File: src/hdl/smpq_pkg.sv
// ----------------------------------------------------------------------------
// smpq_pkg
// Shared types and codes for the stable min priority queue.
// ----------------------------------------------------------------------------
`timescale 1ns / 1ps
`default_nettype none

package smpq_pkg;

   // action codes
   localparam logic ACT_INSERT = 1'b0;
   localparam logic ACT_POP    = 1'b1;

   // result status codes
   localparam logic [1:0] ST_INSERTED = 2'd0;
   localparam logic [1:0] ST_POPPED   = 2'd1;
   localparam logic [1:0] ST_EMPTY    = 2'd2;
   localparam logic [1:0] ST_FULL     = 2'd3;

   localparam int KEY_BITS = 32;
   localparam int REQ_PRIO_BITS = 16;
   localparam int OCC_BITS = 5;

   typedef struct packed {
      logic                             action;
      logic signed [REQ_PRIO_BITS-1:0]  priority_req;
      logic signed [KEY_BITS-1:0]       payload_key;
   } req_type;

   typedef struct packed {
      logic [1:0]                  status;
      logic signed [KEY_BITS-1:0]  popped_key;
      logic [OCC_BITS-1:0]         occupancy;
   } rsp_type;

   // controller -> datapath
   typedef struct packed {
      logic        load;    // capture a result
      logic        push;    // insert the request entry
      logic        pull;    // remove the head entry
      logic [1:0]  status;
   } cmd_type;

   // datapath -> controller
   typedef struct packed {
      logic full;
      logic empty;
   } flags_type;

endpackage : smpq_pkg

`default_nettype wire

File: src/hdl/smpq_ctrl.sv
// ----------------------------------------------------------------------------
// smpq_ctrl
// Handshake control and request decode for the priority queue.
// ----------------------------------------------------------------------------
`timescale 1ns / 1ps
`default_nettype none

module smpq_ctrl (
   input  wire logic                clock,
   input  wire logic                reset,
   input  wire logic                req_valid,
   output logic                     req_stall,
   input  wire logic                req_action,
   output logic                     rsp_valid,
   input  wire logic                rsp_stall,
   input  wire smpq_pkg::flags_type flags,
   output smpq_pkg::cmd_type        cmd
);
   import smpq_pkg::*;

   typedef enum logic [1:0] {
      CS_IDLE = 2'b01,
      CS_HOLD = 2'b10
   } state_type;

   state_type state_ff, state_in;
   logic      accept;

   assign rsp_valid = (state_ff == CS_HOLD);
   assign req_stall = rsp_valid && rsp_stall;
   assign accept    = req_valid && !req_stall;

   always_comb begin
      state_in = state_ff;
      case (state_ff)
         CS_IDLE: begin
            if (accept) state_in = CS_HOLD;
         end
         CS_HOLD: begin
            if (!accept && !rsp_stall) state_in = CS_IDLE;
         end
         default: state_in = CS_IDLE;
      endcase
   end

   always_ff @(posedge clock) begin
      if (reset) state_ff <= CS_IDLE;
      else       state_ff <= state_in;
   end

   always_comb begin
      cmd = '0;
      cmd.load = accept;
      if (req_action == ACT_INSERT) begin
         cmd.push   = accept && !flags.full;
         cmd.status = flags.full ? ST_FULL : ST_INSERTED;
      end else begin
         cmd.pull   = accept && !flags.empty;
         cmd.status = flags.empty ? ST_EMPTY : ST_POPPED;
      end
   end

endmodule : smpq_ctrl

`default_nettype wire

File: src/hdl/smpq_dp.sv
// ----------------------------------------------------------------------------
// smpq_dp
// Sorted slot array with parallel compare-and-shift, fill count, result reg.
// ----------------------------------------------------------------------------
`timescale 1ns / 1ps
`default_nettype none

module smpq_dp #(
   parameter int DEPTH     = 16,
   parameter int PRIO_BITS = 16
) (
   input  wire logic                clock,
   input  wire logic                reset,
   input  wire smpq_pkg::req_type   req,
   input  wire smpq_pkg::cmd_type   cmd,
   output smpq_pkg::flags_type      flags,
   output smpq_pkg::rsp_type        rsp
);
   import smpq_pkg::*;

   localparam int CW = $clog2(DEPTH + 1);

   logic signed [PRIO_BITS-1:0] prio_ff [DEPTH];
   logic signed [KEY_BITS-1:0]  key_ff  [DEPTH];
   logic [CW-1:0]               fill_ff, fill_in;
   logic [DEPTH-1:0]            le;     // slot stays ahead of the new entry
   logic signed [PRIO_BITS-1:0] new_prio;
   rsp_type                     rsp_ff, rsp_in;

   // sign-extend or wrap to the stored width
   assign new_prio = PRIO_BITS'($signed(req.priority_req));

   always_comb begin
      for (int i = 0; i < DEPTH; i++) begin
         le[i] = (CW'(i) < fill_ff) && (prio_ff[i] <= new_prio);
      end
   end

   genvar g;
   for (g = 0; g < DEPTH; g++) begin : g_slot
      logic signed [PRIO_BITS-1:0] up_prio, dn_prio;
      logic signed [KEY_BITS-1:0]  up_key, dn_key;
      logic                        take_new;

      if (g == 0) begin : g_first
         assign up_prio  = new_prio;
         assign up_key   = req.payload_key;
         assign take_new = 1'b1;
      end else begin : g_rest
         assign up_prio  = prio_ff[g-1];
         assign up_key   = key_ff[g-1];
         assign take_new = le[g-1];
      end

      if (g == DEPTH - 1) begin : g_last
         assign dn_prio = prio_ff[g];
         assign dn_key  = key_ff[g];
      end else begin : g_mid
         assign dn_prio = prio_ff[g+1];
         assign dn_key  = key_ff[g+1];
      end

      always_ff @(posedge clock) begin
         if (cmd.push && !le[g]) begin
            prio_ff[g] <= take_new ? new_prio : up_prio;
            key_ff[g]  <= take_new ? req.payload_key : up_key;
         end else if (cmd.pull) begin
            prio_ff[g] <= dn_prio;
            key_ff[g]  <= dn_key;
         end
      end
   end

   always_comb begin
      fill_in = fill_ff;
      if (cmd.push)      fill_in = fill_ff + 1'b1;
      else if (cmd.pull) fill_in = fill_ff - 1'b1;
   end

   always_ff @(posedge clock) begin
      if (reset) fill_ff <= '0;
      else       fill_ff <= fill_in;
   end

   assign flags.full  = (fill_ff == CW'(DEPTH));
   assign flags.empty = (fill_ff == '0);

   always_comb begin
      rsp_in            = rsp_ff;
      if (cmd.load) begin
         rsp_in.status     = cmd.status;
         rsp_in.popped_key = cmd.pull ? key_ff[0] : '0;
         rsp_in.occupancy  = OCC_BITS'(fill_in);
      end
   end

   always_ff @(posedge clock) begin
      if (reset) rsp_ff <= '0;
      else       rsp_ff <= rsp_in;
   end

   assign rsp = rsp_ff;

endmodule : smpq_dp

`default_nettype wire

File: src/hdl/stable_min_priority_queue.sv
// ----------------------------------------------------------------------------
// stable_min_priority_queue: bounded sorted queue, lowest priority served first
// A request's result is in the output register the cycle after it is accepted.
// Throughput 1 request per cycle while rsp_stall does not hold the pending result.
// Sync reset empties the queue and the output register; slot data is not reset.
// ----------------------------------------------------------------------------
`timescale 1ns / 1ps
`default_nettype none

module stable_min_priority_queue #(
   parameter int DEPTH     = 16,   // slot count, 2..31 (occupancy is OCC_BITS wide)
   parameter int PRIO_BITS = 16    // stored priority width, 1..32
) (
   input  wire logic               clock,
   input  wire logic               reset,
   input  wire logic               req_valid,
   output logic                    req_stall,
   input  wire smpq_pkg::req_type  req_payload,
   output logic                    rsp_valid,
   input  wire logic               rsp_stall,
   output smpq_pkg::rsp_type       rsp_payload
);
   import smpq_pkg::*;

   // Controller owns the handshake; the datapath holds the sorted slots.
   // An insert compares every live slot against the new priority at once:
   // slots with priority <= new stay, the first one after them takes the
   // new entry, the rest shift back one place. Equal priorities therefore
   // keep arrival order. A pop shifts every slot forward one place.
   cmd_type   cmd;
   flags_type flags;

   smpq_ctrl u_ctrl (
      .clock      (clock),
      .reset      (reset),
      .req_valid  (req_valid),
      .req_stall  (req_stall),
      .req_action (req_payload.action),
      .rsp_valid  (rsp_valid),
      .rsp_stall  (rsp_stall),
      .flags      (flags),
      .cmd        (cmd)
   );

   // The output register is loaded on every accepted request; a new request
   // is taken as long as the pending result leaves in the same cycle.
   smpq_dp #(
      .DEPTH     (DEPTH),
      .PRIO_BITS (PRIO_BITS)
   ) u_dp (
      .clock (clock),
      .reset (reset),
      .req   (req_payload),
      .cmd   (cmd),
      .flags (flags),
      .rsp   (rsp_payload)
   );

`ifndef SYNTHESIS
   // a pop request always yields a pop-class status, an insert an insert-class
   assert property (@(posedge clock) disable iff (reset)
      (req_valid && !req_stall) |=>
         (($past(req_payload.action) == ACT_POP) ==
          (rsp_payload.status == ST_POPPED || rsp_payload.status == ST_EMPTY)))
      else $error("status class does not match request action");

   // empty report only with nothing stored
   assert property (@(posedge clock) disable iff (reset)
      (rsp_valid && rsp_payload.status == ST_EMPTY) |-> (rsp_payload.occupancy == '0))
      else $error("pop on empty with nonzero occupancy");

   // full rejection only at capacity
   assert property (@(posedge clock) disable iff (reset)
      (rsp_valid && rsp_payload.status == ST_FULL) |->
         (rsp_payload.occupancy == OCC_BITS'(DEPTH)))
      else $error("insert rejected below capacity");

   // key is zero unless an entry was actually removed
   assert property (@(posedge clock) disable iff (reset)
      (rsp_valid && rsp_payload.status != ST_POPPED) |-> (rsp_payload.popped_key == '0))
      else $error("nonzero key without a pop");
`endif

endmodule : stable_min_priority_queue

`default_nettype wire
File: config.mk
export PLATFORM = sky130hd
export DESIGN_NAME = stable_min_priority_queue
export DESIGN_NICKNAME = d
export VERILOG_FILES = /design/src/hdl/smpq_pkg.sv /design/src/hdl/smpq_ctrl.sv /design/src/hdl/smpq_dp.sv /design/src/hdl/stable_min_priority_queue.sv
export SDC_FILE = /design/constraint.sdc
export NUM_CORES = 2
export LEC_CHECK = 0
export BUFFER_PORTS_ARGS = -buffer_cell sky130_fd_sc_hd__buf_2
export CAP_MARGIN = 20
export CORE_MARGIN = 1.5
export CORE_UTILIZATION = 64
export DETAILED_ROUTE_END_ITERATION = 6
export GPL_TIMING_DRIVEN = 0
export PLACE_DENSITY = 0.84
export REMOVE_ABC_BUFFERS = 1
export SYNTH_ARGS = -nofsm -noshare
export SYNTH_HDL_FRONTEND = slang
export SYNTH_SLANG_ARGS = --single-unit
export TNS_END_PERCENT = 50
File: constraint.sdc
create_clock -name clock -period 7.09 [get_ports clock]
set_input_delay 0.3545 -clock clock [delete_from_list [all_inputs] [get_ports clock]]
set_output_delay 0.3545 -clock clock [all_outputs]
set_load 0.02 [all_outputs]
==> Implementation_results.wiki <==
{| class="wikitable"
! Metric !! Value
|-
| Status || finished with violations
|-
| Failing checks || design-rule violations
|-
| IO Count || 94
|-
| Utilization of the core after routing || 0.717
|-
| Fin nets || roughly 4,900
|-
| Via density || 7.06
|-
| Detailed placer's ending HPWL || 90,400 um
|-
| Deepest clock path buffer count || 3
|-
| Routed length per instance || 25.4 um
|-
| DRC || 33
|-
| Worst setup skew after layout || 0.0422 ns
|-
| CP Launch Type || register
|-
| Register cell area after layout || 24,000 um^2
|-
| Worst setup slack after placement || ~1.3 ns
|-
| Die outline height || between 200 and 300 um
|-
| Leading register cell type out of synthesis || sky130_fd_sc_hd__edfxtp_1
|-
| Actual slew at the worst max-slew pin || 1.16 ns
|-
| Mean area per synthesized cell || 10.0 um^2
|-
| Achievable frequency || between 150 and 200 MHz
|-
| Area growth from synthesis to layout || 10.6%
|-
| Global-route wire length before repair || 219,000 um
|-
| Total area of multi-input combinational cells || around 22,000 um^2
|-
| Number of hold buffers added after CTS || 0
|-
| Seq/Total Area, Yosys || 0.506
|-
| Clock Latency Late Sink || 0.69 ns
|-
| Post-route worst setup slack || 0.936 ns
|-
| Count of fill cells added during filler insertion || 4,690
|-
| Slowest Stage Delay on Critical Path || 0.79 ns
|-
| Post-route antenna net violation count || 0
|-
| Class of the worst hold path || input pin to register
|-
| Largest delay share family, worst path || buffers and inverters
|-
| Number of standard cells after synthesis || around 4,700
|-
| Clk sinks || 814
|-
| Post-route worst hold slack || 0.0490 ns
|-
| Top library cells by usage in the layout, fill and taps aside || sky130_fd_sc_hd__nand2_1, sky130_fd_sc_hd__edfxtp_1, sky130_fd_sc_hd__nor2_1
|-
| Number of global-route vias before repair || just under 40,000
|-
| Post-synth design cell area || 47,400 um^2
|-
| Number of warnings printed during yosys synthesis || 0
|-
| Resized Gates After CTS || 0
|-
| Maximum level of the CTS H-tree || 3
|-
| Port bufs || 93
|-
| Startpoint-to-endpoint class of the critical path || register to register
|-
| Switching share of total power || 0.334
|-
| Period utilization || 0.868
|-
| Clock period minus worst slack || between 6 and 7 ns
|-
| Proportion of synthesized flip-flops having asynchronous set or reset || 0
|-
| Clock transition at path regs || 0.06 ns
|-
| Critical path arrival || 6.49 ns
|-
| Global-route usage over all layers || 0.373
|-
| Antenna violations before repair || 1
|-
| Detailed-router iteration count before antenna repair || 7
|-
| Clock Root Buffer || sky130_fd_sc_hd__clkbuf_16
|-
| Crit path cell chain || inv_1, ha_1, or3b_1, o21a_2, buf_16, and2_4, buf_16, buf_16, a221oi_4, buf_8, buf_8, buf_8, nor2_4, buf_12
|-
| Clock network fraction of design power || 0.274
|-
| Cts bufs inserted || 86
|-
| Combinational cell fraction of total power || 0.283
|-
| Pleak || 20.3 nW
|-
| Number of flops mapped to enable cells by yosys || 768
|-
| Unrepaired setup endpoints after global routing || false
|-
| Post-CTS setup repair buffer count || 0
|-
| Aggregate routed wire length || 143,000 um
|-
| Switching power || 5.49 mW
|-
| Pin count of the biggest net entering global routing || 94
|-
| Fraction of final layout cells sized beyond drive strength 1 || 0.120
|-
| Maximum capacitance violations || 0
|-
| Internal power contribution || 10.9 mW
|-
| Standard cell with the maximum stage delay on the critical path || sky130_fd_sc_hd__nor2_4
|-
| Standard cell core area || 73,200 um^2
|-
| Total chip power || 16.4 mW
|-
| Rows || slightly below 100
|-
| Cell Pwr Density || 313 nW/um^2
|-
| Die Area || 75,700 um^2
|-
| Required time at the endpoint of the critical path || around 7.4 ns
|-
| Worst-path maximum fanout || 83
|-
| Effective utilization at floorplan || 0.648
|-
| Total via count after detailed routing || ~40,000
|-
| Slew margin rel. || 0.225
|-
| Register bit total from synthesis || between 800 and 900
|-
| Aggregate negative setup slack || 0 ns
|-
| Buffers and inverters on the worst path || 8
|-
| Fin. Hold Viols || 0
|-
| Horizontal die dimension || 275 um
|-
| Final Setup Violations || 0
|-
| Global route overflow || 0
|-
| Clock tree from TritonCTS || built
|-
| Count of cell types in the netlist || 68
|-
| Sequential Power Share || 0.442
|-
| Number of inserted diodes || 0
|-
| Count of final max-slew check failures || 0
|-
| Count of routing violations after the opening detailed-route iteration || approximately 7,000
|-
| Global placement routability congestion || 0.918
|-
| Most common cell after layout, fill and taps aside || sky130_fd_sc_hd__nand2_1
|-
| Worst supply voltage drop on vdd || approximately 0.27 mV
|-
| Element type at the critical path end || register
|}
==> cells by family after synthesis <==
family                   synth area share
flip-flops                          0.506
adder cells (fa/ha/maj)            0.0683
AND/OR/NAND/NOR                     0.162
multiplexers                       0.0886
AO/OA/AOI/OAI                       0.135
buffers and inverters              0.0403
XOR/XNOR                         0.000554
==> sequential cells by signal, summed over array words and instances (netlist names) <==
signal	flops
u_dp.key_ff	512
u_dp.prio_ff	256
u_dp.rsp	39
u_dp.fill_ff	5
u_ctrl.state_ff	2
==> area by class of cell <==
type,count,share of cell area
Multi-Input combinational cell,3463,0.417
Timing Repair Buffer,193,0.0478
Clock buffer,120,0.0454
Sequential cell,814,0.457
Inverter,57,0.00408
Clock inverter,39,0.00611
Tap cell,959,0.0229
==> worst paths after layout <==
check | from | to | slack, ns | cells after the start
hold / removal | req_payload[48] | u_dp.rsp[37] | 0.05 | 3
setup reg to reg | u_dp.fill_ff[1] | u_dp.prio_ff[1][65] | 0.94 | 14
hold reg to reg | u_dp.rsp[16] | u_dp.rsp[16] | 0.45 | 2
setup / recovery | u_dp.fill_ff[1] | u_dp.prio_ff[1][65] | 0.94 | 14
==> synthesized netlist by cell type (7+ instances only) <==
| cell | instances | area, um^2 |
|---|---|---|
| sky130_fd_sc_hd__o22a_1 | 50 | 438 |
| sky130_fd_sc_hd__and4_1 | 14 | 123 |
| sky130_fd_sc_hd__nand4_1 | 35 | 219 |
| sky130_fd_sc_hd__a31oi_1 | 196 | 1230 |
| sky130_fd_sc_hd__nand2b_1 | 11 | 68.8 |
| sky130_fd_sc_hd__nor4_1 | 7 | 43.8 |
| sky130_fd_sc_hd__dfxtp_1 | 46 | 921 |
| sky130_fd_sc_hd__nor2_1 | 430 | 1610 |
| sky130_fd_sc_hd__a211oi_1 | 11 | 82.6 |
| sky130_fd_sc_hd__nand3_1 | 56 | 280 |
| sky130_fd_sc_hd__nand2_1 | 1157 | 4340 |
| sky130_fd_sc_hd__ha_1 | 259 | 3240 |
| sky130_fd_sc_hd__mux2_1 | 33 | 372 |
| sky130_fd_sc_hd__nor2b_1 | 28 | 175 |
| sky130_fd_sc_hd__edfxtp_1 | 768 | 23100 |
| sky130_fd_sc_hd__nor3_1 | 106 | 531 |
| sky130_fd_sc_hd__o221a_1 | 84 | 946 |
| sky130_fd_sc_hd__a21oi_1 | 215 | 1080 |
| sky130_fd_sc_hd__mux2i_1 | 216 | 2160 |
| sky130_fd_sc_hd__and2_1 | 9 | 56.3 |
| sky130_fd_sc_hd__inv_1 | 57 | 214 |
| sky130_fd_sc_hd__buf_1 | 15 | 56.3 |
| sky130_fd_sc_hd__clkbuf_1 | 278 | 1040 |
| sky130_fd_sc_hd__or3_1 | 7 | 43.8 |
| sky130_fd_sc_hd__o31ai_1 | 48 | 360 |
| sky130_fd_sc_hd__mux2_2 | 148 | 1670 |
| sky130_fd_sc_hd__o21a_1 | 9 | 67.6 |
| sky130_fd_sc_hd__buf_6 | 10 | 113 |
| sky130_fd_sc_hd__o21ai_0 | 164 | 821 |
| sky130_fd_sc_hd__buf_2 | 89 | 445 |
| sky130_fd_sc_hd__a21o_1 | 34 | 255 |
| sky130_fd_sc_hd__o221a_2 | 59 | 664 |
| sky130_fd_sc_hd__o211ai_1 | 11 | 82.6 |
==> power by group through the flow <==
| stage | Clock (mW) | Combinational (mW) | Sequential, mW |
|---|---|---|---|
| after floorplan | 0 | 3.22 | 7.14 |
| after global placement | 0 | 4.44 | 7.39 |
| after detailed placement | 0 | 4.46 | 7.30 |
| after CTS | 4.49 | 4.52 | 7.22 |
| after global routing | 4.66 | 5.00 | 7.33 |
| final | 4.51 | 4.65 | 7.27 |
==> metrics by stage <==
step	cells	instance area (um^2)
after floorplan	4334	45700
after global placement	5386	47400
after detailed placement	5486	49800
after CTS	5645	52500
after global routing	5645	52500
final	5645	52500
==> tightest hold or removal path: cells and delay by family <==
kind            cells  cell delay, ns
simple gates        1            0.11
compound gates      1            0.08
buf+inv             1            0.14
==> per-layer routing <==
layer | share of wire | up-vias | track usage
met1 | 0.37 | 19000 | 0.501
met3 | 0.13 | 607 | 0.0880
met5 | 0.000049 | - | 0
met2 | 0.45 | 3218 | 0.573
li1 | - | 17000 | -
met4 | 0.052 | 2 | 0.181
Note: power is estimated with default switching activity, not from simulation.
